<file path="src/rtl/core/ffa_pkg.sv">
// Shared types and constants for the first-fit free list allocator.
// No dependencies; imported by ffa_ctrl, ffa_dp and the top level.
package ffa_pkg;

    localparam int unsigned ADDR_W = 17;

    localparam logic [1:0] ST_OK   = 2'd0;
    localparam logic [1:0] ST_OOM  = 2'd1;
    localparam logic [1:0] ST_ZERO = 2'd2;

    localparam logic [16:0] GROW_RESET = 17'd4096;

    typedef logic [ADDR_W-1:0] t_addr;

    typedef enum logic [5:0] {
        C_NOP,
        C_INIT,
        C_LOAD,
        C_RD_HDR,
        C_WALK_HIT,
        C_RD_NEXT,
        C_CAP_BP,
        C_GROW_CALC,
        C_GROW_TAG,
        C_GROW_EPI,
        C_RD_PFTR,
        C_CAP_PFTR,
        C_CAP_NHDR,
        C_M_NEXT,
        C_M_PREV,
        C_M_BOTH,
        C_SET_UB_NB,
        C_M_TAG,
        C_PUSH_BP,
        C_MERGED,
        C_UB_FOUND,
        C_TAG_A,
        C_TAG_C,
        C_TAG_R,
        C_PUSH_R,
        C_FREE_TAG,
        C_ADV,
        C_TAG_H,
        C_TAG_F,
        C_PU_NX,
        C_PU_PV,
        C_PU_BK,
        C_RD_UB,
        C_CAP_NX,
        C_UN_FIX,
        C_UN_BK,
        C_RES_OK,
        C_RES_OOM,
        C_RES_ZERO
    } t_cmd;

    typedef struct packed {
        logic init_last;
        logic func;
        logic req_zero;
        logic bp_zero;
        logic fit;
        logic rd_zero;
        logic rd_alloc;
        logic bp_lt_he;
        logic bp_gt_addr;
        logic bp_eq_addr;
        logic pa;
        logic na;
        logic split;
        logic ovf;
        logic out_busy;
    } t_stat;

endpackage

</file>
<file path="src/rtl/core/ffa_ctrl.sv">
// Sequencer for allocate and free: walks, merges, tag and link updates.
// Depends on ffa_pkg; drives ffa_dp through one command per cycle.
module ffa_ctrl (
    input  logic          i_clk,
    input  logic          i_rst_n,
    input  logic          i_in_valid,
    output logic          o_in_ready,
    input  ffa_pkg::t_stat i_stat,
    output ffa_pkg::t_cmd  o_cmd
);
    import ffa_pkg::*;

    typedef enum logic [5:0] {
        S_INIT, S_IDLE, S_DISP,
        S_WALK_RD, S_WALK_CHK, S_WALK_NX,
        S_GROW, S_GROW_CHK, S_GROW_EPI,
        S_M0, S_M1, S_M2, S_M3, S_M_UN2, S_M_TAG, S_M_PUSH, S_M_END,
        S_PLACE, S_P1, S_P2, S_P3,
        S_F0, S_F1,
        S_T0, S_T1,
        S_PU0, S_PU1, S_PU2,
        S_U0, S_U1, S_U2, S_U3,
        S_RES_OK, S_RES_OOM, S_RES_ZERO
    } t_state;

    t_state r_state, n_state;
    t_state r_ret, n_ret;
    t_cmd   w_cmd;

    always_comb begin
        n_state = r_state;
        n_ret   = r_ret;
        w_cmd   = C_NOP;
        case (r_state)
            S_INIT: begin
                w_cmd = C_INIT;
                if (i_stat.init_last) n_state = S_IDLE;
            end
            S_IDLE: begin
                if (i_in_valid) begin
                    w_cmd   = C_LOAD;
                    n_state = S_DISP;
                end
            end
            S_DISP: begin
                if (i_stat.func)          n_state = S_F0;
                else if (i_stat.req_zero) n_state = S_RES_ZERO;
                else                      n_state = S_WALK_RD;
            end
            S_WALK_RD: begin
                if (i_stat.bp_zero) begin
                    n_state = S_GROW;
                end else begin
                    w_cmd   = C_RD_HDR;
                    n_state = S_WALK_CHK;
                end
            end
            S_WALK_CHK: begin
                if (i_stat.fit) begin
                    w_cmd   = C_WALK_HIT;
                    n_state = S_PLACE;
                end else begin
                    w_cmd   = C_RD_NEXT;
                    n_state = S_WALK_NX;
                end
            end
            S_WALK_NX: begin
                w_cmd   = C_CAP_BP;
                n_state = S_WALK_RD;
            end
            S_GROW: begin
                w_cmd   = C_GROW_CALC;
                n_state = S_GROW_CHK;
            end
            S_GROW_CHK: begin
                if (i_stat.ovf) begin
                    n_state = S_RES_OOM;
                end else begin
                    w_cmd   = C_GROW_TAG;
                    n_ret   = S_GROW_EPI;
                    n_state = S_T0;
                end
            end
            S_GROW_EPI: begin
                w_cmd   = C_GROW_EPI;
                n_state = S_M0;
            end
            S_M0: begin
                w_cmd   = C_RD_PFTR;
                n_state = S_M1;
            end
            S_M1: begin
                w_cmd   = C_CAP_PFTR;
                n_state = S_M2;
            end
            S_M2: begin
                w_cmd   = C_CAP_NHDR;
                n_state = S_M3;
            end
            S_M3: begin
                // four coalescing cases on the neighbor alloc bits
                if (i_stat.pa && i_stat.na) begin
                    n_state = S_M_PUSH;
                end else if (i_stat.pa) begin
                    w_cmd   = C_M_NEXT;
                    n_ret   = S_M_TAG;
                    n_state = S_U0;
                end else if (i_stat.na) begin
                    w_cmd   = C_M_PREV;
                    n_ret   = S_M_TAG;
                    n_state = S_U0;
                end else begin
                    w_cmd   = C_M_BOTH;
                    n_ret   = S_M_UN2;
                    n_state = S_U0;
                end
            end
            S_M_UN2: begin
                w_cmd   = C_SET_UB_NB;
                n_ret   = S_M_TAG;
                n_state = S_U0;
            end
            S_M_TAG: begin
                w_cmd   = C_M_TAG;
                n_ret   = S_M_PUSH;
                n_state = S_T0;
            end
            S_M_PUSH: begin
                w_cmd   = C_PUSH_BP;
                n_ret   = S_M_END;
                n_state = S_PU0;
            end
            S_M_END: begin
                if (i_stat.func) begin
                    n_state = S_RES_OK;
                end else begin
                    w_cmd   = C_MERGED;
                    n_state = S_PLACE;
                end
            end
            S_PLACE: begin
                w_cmd   = C_UB_FOUND;
                n_ret   = S_P1;
                n_state = S_U0;
            end
            S_P1: begin
                if (i_stat.split) begin
                    w_cmd = C_TAG_A;
                    n_ret = S_P2;
                end else begin
                    w_cmd = C_TAG_C;
                    n_ret = S_RES_OK;
                end
                n_state = S_T0;
            end
            S_P2: begin
                w_cmd   = C_TAG_R;
                n_ret   = S_P3;
                n_state = S_T0;
            end
            S_P3: begin
                w_cmd   = C_PUSH_R;
                n_ret   = S_RES_OK;
                n_state = S_PU0;
            end
            S_F0: begin
                if (!i_stat.bp_lt_he || i_stat.bp_gt_addr) begin
                    n_state = S_RES_OK;
                end else begin
                    w_cmd   = C_RD_HDR;
                    n_state = S_F1;
                end
            end
            S_F1: begin
                if (i_stat.rd_zero) begin
                    n_state = S_RES_OK;
                end else if (i_stat.bp_eq_addr) begin
                    if (i_stat.rd_alloc) begin
                        w_cmd   = C_FREE_TAG;
                        n_ret   = S_M0;
                        n_state = S_T0;
                    end else begin
                        n_state = S_RES_OK;
                    end
                end else begin
                    w_cmd   = C_ADV;
                    n_state = S_F0;
                end
            end
            S_T0: begin
                w_cmd   = C_TAG_H;
                n_state = S_T1;
            end
            S_T1: begin
                w_cmd   = C_TAG_F;
                n_state = r_ret;
            end
            S_PU0: begin
                w_cmd   = C_PU_NX;
                n_state = S_PU1;
            end
            S_PU1: begin
                w_cmd   = C_PU_PV;
                n_state = S_PU2;
            end
            S_PU2: begin
                w_cmd   = C_PU_BK;
                n_state = r_ret;
            end
            S_U0: begin
                w_cmd   = C_RD_UB;
                n_state = S_U1;
            end
            S_U1: begin
                w_cmd   = C_CAP_NX;
                n_state = S_U2;
            end
            S_U2: begin
                w_cmd   = C_UN_FIX;
                n_state = S_U3;
            end
            S_U3: begin
                w_cmd   = C_UN_BK;
                n_state = r_ret;
            end
            S_RES_OK: begin
                if (!i_stat.out_busy) begin
                    w_cmd   = C_RES_OK;
                    n_state = S_IDLE;
                end
            end
            S_RES_OOM: begin
                if (!i_stat.out_busy) begin
                    w_cmd   = C_RES_OOM;
                    n_state = S_IDLE;
                end
            end
            S_RES_ZERO: begin
                if (!i_stat.out_busy) begin
                    w_cmd   = C_RES_ZERO;
                    n_state = S_IDLE;
                end
            end
            default: begin
                n_state = S_IDLE;
            end
        endcase
    end

    always_ff @(posedge i_clk) begin
        if (!i_rst_n) begin
            r_state <= S_INIT;
            r_ret   <= S_IDLE;
        end else begin
            r_state <= n_state;
            r_ret   <= n_ret;
        end
    end

    assign o_in_ready = (r_state == S_IDLE);
    assign o_cmd      = w_cmd;

    a_load_dispatch: assert property (@(posedge i_clk) disable iff (!i_rst_n)
        (w_cmd == C_LOAD) |=> (r_state == S_DISP))
        else $error("accepted transaction not dispatched");
    a_res_idle: assert property (@(posedge i_clk) disable iff (!i_rst_n)
        (w_cmd == C_RES_OK || w_cmd == C_RES_OOM || w_cmd == C_RES_ZERO)
        |=> o_in_ready)
        else $error("no return to idle after result");
    a_no_result_busy: assert property (@(posedge i_clk) disable iff (!i_rst_n)
        i_stat.out_busy |-> !(w_cmd == C_RES_OK || w_cmd == C_RES_OOM
                              || w_cmd == C_RES_ZERO))
        else $error("result issued over a pending response");
endmodule

</file>
<file path="config.mk">
export PLATFORM = sky130hd
export DESIGN_NAME = ffa_ctrl
export DESIGN_NICKNAME = d
export VERILOG_FILES = /design/src/rtl/core/ffa_pkg.sv /design/src/rtl/core/ffa_ctrl.sv
export SDC_FILE = /design/constraint.sdc
export NUM_CORES = 1
export LEC_CHECK = 0
export BUFFER_PORTS_ARGS = -buffer_cell sky130_fd_sc_hd__buf_4
export CAP_MARGIN = 10
export CORE_MARGIN = 4
export CORE_UTILIZATION = 60
export DETAILED_ROUTE_END_ITERATION = 8
export PLACE_DENSITY = 0.84
export SETUP_SLACK_MARGIN = 0.15
export SLEW_MARGIN = 20
export SYNTH_ARGS = -nofsm -noshare
export SYNTH_HDL_FRONTEND = slang
export SYNTH_SLANG_ARGS = --single-unit
</file>
<file path="constraint.sdc">
create_clock -name i_clk -period 3.4 [get_ports i_clk]
set_input_delay 0.34 -clock i_clk [delete_from_list [all_inputs] [get_ports i_clk]]
set_output_delay 0.34 -clock i_clk [all_outputs]
set_load 0.03 [all_outputs]
</file>
=== Word-level counts from Yosys, hierarchy flattened ===
Cells that the tools add are included.

* Muxes and demuxes: 41
* Reductions and logical operators: 12
* Eq/ne operators: 42

{| class="wikitable"
|+ Operators by type and width
! operator !! number
|-
| $pmux W6 S34 || 1
|-
| $pmux W6 S27 || 1
|-
| $mux W6 || 22
|-
| $eq A6 B5 Y1 const B || 16
|-
| $pmux W6 S10 || 1
|-
| $eq A6 B4 Y1 const B || 8
|-
| $eq A6 B3 Y1 const B || 4
|-
| $mux W5 || 4
|-
| $eq A6 B6 Y1 const B || 3
|-
| $mux W2 || 8
|-
| $ne A2 B2 Y1 const B || 8
|-
| $eq A6 B2 Y1 const B || 2
|-
| $reduce_bool A10 Y1 || 1
|-
| $reduce_or A3 Y1 || 3
|-
| $mux W4 || 2
|-
| $eq A6 B1 Y1 const B || 1
|-
| $logic_not A6 Y1 || 1
|-
| $reduce_and A6 Y1 || 1
|-
| $reduce_or A2 Y1 || 2
|-
| $reduce_and A3 Y1 || 1
|-
| $mux W1 || 2
|-
| $logic_and A1 B1 Y1 || 1
|-
| $logic_not A1 Y1 || 1
|-
| $logic_or A1 B1 Y1 || 1
|}

* Word-level logic and storage cells: 97
* Input bits: 18
* Register bits after elaboration: 12
* Output and inout bits: 7

=== Depth between registers and ports, before layout ===
Gate-level depths: netlist (run 1).

* Depth in word-level cells: 4
* Gate-level depth with buffers: 8
* Depth with buffers taken out: 5

=== Least setup slack after synthesis (run 1) ===
OpenSTA, ideal clock, no wires.

* Path kind: reg2out
* Start: reg r_state[2]
* End: out o_cmd[1]
* Data required time: 3.060 ns
* Slack: 0.963 ns
* Cell stages (with the launch flop): 6
* Arrival: 2.097 ns
* Path through: dfxtp_1 > buf_6 > or4_4 > nor3_1 > a211oi_1 > nand3_1

* Cells in the longest elaborated chain, start to end: 2
* Elaborated cells on any way between the ends: 35
* Classes of those cells: 33 x eq/ne; 1 x mux; 1 x reduce/logical

{| class="wikitable"
|+ RTL lines
! element !! RTL line !! text
|-
| start, declared || ffa_ctrl.sv:26 || <nowiki>t_state r_state, n_state;</nowiki>
|-
| start signal, assigned || ffa_ctrl.sv:255 || <nowiki>r_state <= n_state;</nowiki>
|-
| $eq A6 B1 Y1 || -- ||
|-
| net o_in_ready || ffa_ctrl.sv:7 || <nowiki>output logic o_in_ready,</nowiki>
|-
| $pmux W6 S34 || ffa_ctrl.sv:34 || <nowiki>case (r_state)</nowiki>
|-
| end, declared || ffa_ctrl.sv:9 || <nowiki>output ffa_pkg::t_cmd o_cmd</nowiki>
|}

The timed path passes the listed nets, and every way through them passes these cells.

=== Worst setup path in the final report (run 1) ===
* Start: reg r_state[0]
* End: out o_cmd[2]

* Cells in the longest elaborated chain, start to end: 2
* Elaborated cells on any way between the ends: 35
* Classes of those cells: 33 x eq/ne; 1 x mux; 1 x reduce/logical

{| class="wikitable"
|+ RTL lines
! element !! RTL line
|-
| $eq A6 B6 Y1, or another cell as far along || ffa_ctrl.sv:34
|-
| $pmux W6 S34 * || ffa_ctrl.sv:34
|}

Every way passes the cells marked *; elsewhere a longest branch is shown, timed or not.

==> metrics.txt, run 1 <==
vias after detailed routing=between 1500 and 2000; largest net degree at the start of global routing=30; first-pass GRT wire length=about 9 mm; Max stage delay on crit path=about 520 ps; Hold Path Class=in2reg; worst-case clock buffer depth=2; Crit path top cell by count=buf_4; # setup viols final=0; Rows=18; hold depth=2; Compound-Gate Fraction of Synth Area=0.337; area of placed instances=approximately 0.0018 sq mm; DRT antenna net count=0; CTS root buf=clkbuf_4; R2R cell count=5; CP max-delay cell=dfxtp_1; PwrDens=between 200 and 250 mW/mm^2; EDFF count, synth=0; cell-internal power=about 0.26 mW; ant diodes=0; Slew @ Worst Pin=roughly 970 ps; Max Freq=between 300 and 400 MHz; simple-gate share of the synthesized area=0.416; vias in the first global route=1798; RSZ-0062 raised after global routing=false; CP Data Required Time=roughly 3100 ps; Slew Viols, Final=0; IO buf count=24; Fin Setup TNS=0 ps; Final Cycle Share=0.837; Layout area overhead=8.99%; post-synthesis xor/xnor area fraction=0; Sw Share=0.397; DIE AREA=between 0.003 and 0.004 sq mm; Max-Cap Viols=0; CTS H-Tree Depth=1; Logic pwr share=0.413; Clock power frac=0.197; critical-path maximum fanout=20; Max rail drop VDD=about 0.28 mV; number of unique standard cell types used by synthesis=74; Synth Register Bits=12; First-pass DRT Iterations=4; WHS Endpoint=r_ret[0]$_SDFFE_PN1P_; worst clock skew=5.76 ps; prevailing post-synth register cell=dfxtp_1; DRC Markers=0; worst skew pair latency=about 270 ps; dpl hpwl=4.17 mm; vias per std cell=around 7.4; die span in x=roughly 60 um; RePlAce Congestion=between 1 and 1.5; mux cell area share after synthesis=0.0253; status=completed; hold path start=i_rst_n; Synthesis Warnings=0; Switch Pwr=about 0.17 mW; global-route usage over all layers=0.329; initial drt markers=173; Reg area=240 sq um; Multi-input gate area=about 0.0013 sq mm; Worst Setup End Kind=primary output; Design Area, Final=~0.0018 sq mm; Flop pwr share=0.391; Worst Path Arrival=approximately 2500 ps; syn_area_per_cell=7.37 sq um; initial antenna violation count=0; CP Cell Sequence=buf_4 -> nor2_2 -> nand4_2 -> nand2b_1 -> and3_1 -> o21ai_0 -> buf_4; ys async rst share=0; setup bufs post-CTS=0; Pleak=between 0.6 and 0.7 nW; CTS Hold Bufs=0; layout cell share with drive strength beyond 1=0.209; Nets=255; reg-to-reg endpoint=r_state[1]$_SDFFE_PN0P_; CTS Sinks=12; total gr overflow=0; fillcell total=217; Mapped Cells=about 220; Clk pin slew, worst setup/hold paths=about 60 ps; routed len/inst=20.8 um; Mapped Area=about 0.0016 sq mm; Worst setup SP type=flop; Placeable Area=0.00252 sq mm; Seq/Total Area, Yosys=0.147; TritonCTS buffer count=3; CTS resizes=0; Hold Violations, Final=0; FF-to-FF Start=r_state[5]$_SDFFE_PN0P_; R2R setup slack=980 ps; Die Y=between 60 and 70 um; adder-cell share of the synthesized area=0; Initial Utilization=0.646; Mapped Nets=239; total wire length=5.50 mm; largest family of logic cells by synthesized area=simple AND/OR/NAND/NOR gates; Final min period=between 2000 and 3000 ps; kind of critical path=reg2out; Slew headroom=0.350; total I/O pin count=25; CTS tree=built
==> stage by stage <==
step / power [mW] / setup slack (ps) / cells / hold slack [ps] / utilization
2_1_floorplan: 0.283 / 963 / 221 / 430 / -
3_3_place_gp: 0.339 / 934 / 262 / 443 / 0.695
3_5_place_dp: 0.340 / 930 / 262 / 459 / 0.695
4_1_cts: 0.425 / 626 / 265 / 375 / 0.704
5_1_grt: 0.448 / 408 / 265 / 392 / 0.704
6_report: 0.428 / 553 / 265 / 387 / 0.704
==> sequential cells by signal (all words and copies together) (netlist names) <==
name / cells
r_ret: 6
r_state: 6
==> critical path, delay by kind of cell (launching register included) <==
| kind | cells | cell delay [ps] |
|---|---|---|
| simple gates | 4 | 1160 |
| buf+inv | 2 | 480 |
| flops | 1 | 520 |
| compound gates | 1 | 80 |
==> cell usage in the layout, fill, tap and decap left out, types with 3 or more instances in the layout <==
cell,n
nor2_1,20
a211oi_1,3
o32ai_1,4
or3_1,3
nand3b_1,5
mux2i_1,3
o21ai_0,10
nand2_1,26
inv_1,3
a21oi_1,10
a31oi_1,6
a211o_1,3
nand2b_1,8
nor2b_1,3
nand3_1,14
nor3_1,6
buf_4,26
clkbuf_4,3
dfxtp_1,12
==> cells in the mapped netlist, types with 2 or more instances <==
cell	n	share of area
a211o_1	3	0.016
a211oi_1	3	0.014
a21oi_1	10	0.031
a22oi_1	2	0.0092
a31oi_1	6	0.023
and2_1	2	0.0077
and3_1	2	0.0077
and3b_1	2	0.011
buf_2	6	0.018
buf_4	2	0.0092
buf_6	5	0.035
clkbuf_1	2	0.0046
dfxtp_1	12	0.15
inv_1	3	0.0069
mux2i_1	3	0.018
nand2_1	26	0.060
nand2b_1	8	0.031
nand3_1	14	0.043
nand3b_1	5	0.023
nand4_1	2	0.0077
nand4bb_1	2	0.014
nor2_1	20	0.046
nor2_2	2	0.0077
nor2b_1	3	0.012
nor2b_2	2	0.011
nor3_1	6	0.018
nor4b_1	2	0.011
o21a_1	2	0.0092
o21ai_0	10	0.031
o311a_1	2	0.012
o31a_1	2	0.011
o32ai_1	4	0.022
or2_2	2	0.0077
or3_1	3	0.012
or4_1	2	0.0092
==> metal layers <==
layer,wire length [um],vias up,track usage,share of wire
met5,0,-,0,0
li1,-,881,-,-
met3,676,30,0.0778,0.12
met2,2450,154,0.505,0.45
met1,2090,888,0.428,0.38
met4,284,0,0.161,0.052
==> cells by family (layout without fill, tap and decap cells) <==
group,Yosys count,after routing
DFF,12,12
buffers and inverters,18,32
and+or+nand+nor,118,118
muxes,4,4
AOI/OAI and AO/OA,69,69
==> power by group through the flow <==
stage                     clock network [mW]  registers, mW  logic [mW]
after global routing                  0.0924          0.169       0.187
final                                 0.0842          0.167       0.177
after CTS                             0.0872          0.166       0.171
after floorplan                            0          0.152       0.131
after detailed placement                   0          0.169       0.171
after global placement                     0          0.168       0.171
==> final cells by class <==
class,instances,area share
inverters,3,0.00634
flip-flops and latches,12,0.135
multi-input cells,191,0.715
clock buffers,3,0.0127
repair buffers,26,0.110
well taps,30,0.0211
==> how the worst max path moves through the flow <==
stage               end                     from  slack, ps
5_1_grt        o_cmd[4]  r_state[1]$_SDFFE_PN0P_        410
3_3_place_gp   o_cmd[2]  r_state[0]$_SDFFE_PN0P_        930
6_report       o_cmd[2]  r_state[0]$_SDFFE_PN0P_        550
4_1_cts        o_cmd[4]  r_state[1]$_SDFFE_PN0P_        630
3_5_place_dp   o_cmd[4]  r_state[1]$_SDFFE_PN0P_        930
2_1_floorplan  o_cmd[1]  r_state[2]$_SDFFE_PN0P_        960
(Power assumes the default switching activity.)
==> inputs of run 2 (changes only) <==
- CORE_UTILIZATION: 60 -> 52
- PLACE_DENSITY: 0.84 -> 0.77
- clock period: 3.4 -> 2.6 ns (I/O delays scaled with it)
==> metrics.txt, run 2 (synthesis gave the netlist of run 1 again) <==
Slew Viols, Final=0 (unchanged); vias after detailed routing=1917 (-1.8%); initial antenna violation count=0 (unchanged); worst skew pair latency=280 ps (about the same); CTS Hold Bufs=0 (unchanged); die span in x=64.0 um (+6.4%); CTS Sinks=12 (unchanged); kind of critical path=reg2out; Final min period=2410 ps; largest net degree at the start of global routing=25 (-17%); Fin Setup TNS=0 ps (unchanged); FF-to-FF Start=r_state[4]$_SDFFE_PN0P_; Hold Violations, Final=0 (unchanged); Final Cycle Share=0.928; Clk pin slew, worst setup/hold paths=80 ps (+20 ps); vias per std cell=6.73 (-8.7%); total I/O pin count=25 (unchanged); Layout area overhead=13.4%; critical-path maximum fanout=12 (-40%); first-pass GRT wire length=8.63 mm (-4.1%); ant diodes=0 (unchanged); Hold Path Class=in2reg; total gr overflow=0 (unchanged); Placeable Area=0.00303 sq mm (+20%); Max rail drop VDD=0.275 mV (-2.3%); Design Area, Final=0.00185 sq mm (+4.0%); # setup viols final=0 (unchanged); crit path launch=r_state[4]$_SDFFE_PN0P_; fillcell total=287 (+32%); Max Freq=a little over 400 MHz; reg-to-reg endpoint=r_ret[3]$_SDFFE_PN0P_; CTS H-Tree Depth=1 (unchanged); dpl hpwl=4.09 mm (-1.9%); Worst Setup End Kind=primary output; Flop pwr share=0.377 (-0.014); commonest cells after routing, fill and taps aside=32 x buf_4, 26 x nand2_1, 19 x nor2_1; Rows=20 (+2); area of placed instances=0.00182 sq mm (+3.6%); layout cell share with drive strength beyond 1=0.253 (+0.0446); RePlAce Congestion=1.04 (-6.1%); setup bufs post-CTS=0 (unchanged); Logic pwr share=0.421 (+0.008); CP Data Required Time=2340 ps (-720 ps); status=completed; final core utilization=0.610 (-0.0940); Switch Pwr=0.223 mW (+32%); DRT antenna net count=0 (unchanged); RSZ-0062 raised after global routing=true; IO buf count=24 (unchanged); DRC Markers=0 (unchanged); initial drt markers=321 (+86%); Tot Pwr=0.566 mW (+32%); routed len/inst=18.5 um (-11%); vias in the first global route=1718 (-4.4%); Max-Cap Viols=0 (unchanged); Pleak=0.662 nW (+5.7%); Nets=261 (+2.4%); R2R setup slack=600 ps (-380 ps); Die Y=64.0 um (+6.4%); Sw Share=0.395 (-0.00160); biggest regs=r_ret (6), r_state (6); Worst Path Arrival=2150 ps (-360 ps); worst-case clock buffer depth=2 (unchanged); Worst setup SP type=flop; First-pass DRT Iterations=7 (+3); R2R cell count=5 (unchanged); global-route usage over all layers=0.263 (-0.0663); Initial Utilization=0.538 (-0.108); worst clock skew=10.3 ps (+4.58 ps); Slew @ Worst Pin=522 ps (-452 ps); crit path capture=o_cmd[2]; CTS tree=built; most common cell after layout, fill and taps aside=buf_4; DIE AREA=0.00409 sq mm (+13%); Clock power frac=0.202 (+0.005); Slew headroom=0.647 (+0.297); total wire length=5.28 mm (-4.0%); cell-internal power=0.342 mW (+33%); PwrDens=306 mW/mm^2 (+27%); CTS root buf=clkbuf_4; hold_ws=274 ps (-113 ps); TritonCTS buffer count=3 (unchanged)
[run 2: area by class of cell]
cell class                 instances  area, sq um  share of cell area
timing repair buffer              32          240               0.130
inverter                           3         11.3             0.00610
tap                               44         55.1              0.0298
clock buffer                       3         22.5              0.0122
sequential                        12          246               0.133
multi-input combinational        191         1270               0.688
[run 2: power by group through the flow]
stage / registers (mW) / clock network, mW / logic, mW
after floorplan: 0.199 / 0 / 0.171
after global placement: 0.214 / 0 / 0.235
after detailed placement: 0.214 / 0 / 0.232
after CTS: 0.211 / 0.116 / 0.233
after global routing: 0.214 / 0.124 / 0.255
final: 0.213 / 0.114 / 0.238
[run 2: worst min path at each step]
stage | slack, ps | startpoint | endpoint | cells past startpoint
4_1_cts | 270 | i_rst_n | r_ret[0]$_SDFFE_PN1P_ | 2
3_5_place_dp | 450 | r_ret[4]$_SDFFE_PN0P_ | r_ret[4]$_SDFFE_PN0P_ | 2
5_1_grt | 280 | i_rst_n | r_ret[0]$_SDFFE_PN1P_ | 2
6_report | 270 | i_rst_n | r_ret[0]$_SDFFE_PN1P_ | 2
2_1_floorplan | 400 | i_rst_n | r_ret[4]$_SDFFE_PN0P_ | 2
3_3_place_gp | 440 | r_ret[4]$_SDFFE_PN0P_ | r_ret[4]$_SDFFE_PN0P_ | 2
[run 2: critical path, cell delays in order, from the launching register on]
cell      delay, ps
dfxtp_1         450
nor2_2          380
nand4_2         300
nand2b_1        310
and3_1          190
o21ai_0          70
buf_4           180
[run 2: per-layer routing]
metal,wire length [um],global-route usage
met1,2240,0.361
met2,2330,0.408
met3,561,0.0580
met4,153,0.0782
met5,0,0
[run 2: through the flow]
stage	setup WS [ps]	instances
floorplan	243	221
CTS	160	285
finish	188	285
global route	84.9	285
detailed placement	419	282
global placement	428	282
[run 2: repair_timing]
action                                 4_1_cts  5_1_grt
resized for setup                            3        3
endpoints found under the hold margin        0        0
setup endpoints to repair                    3        5
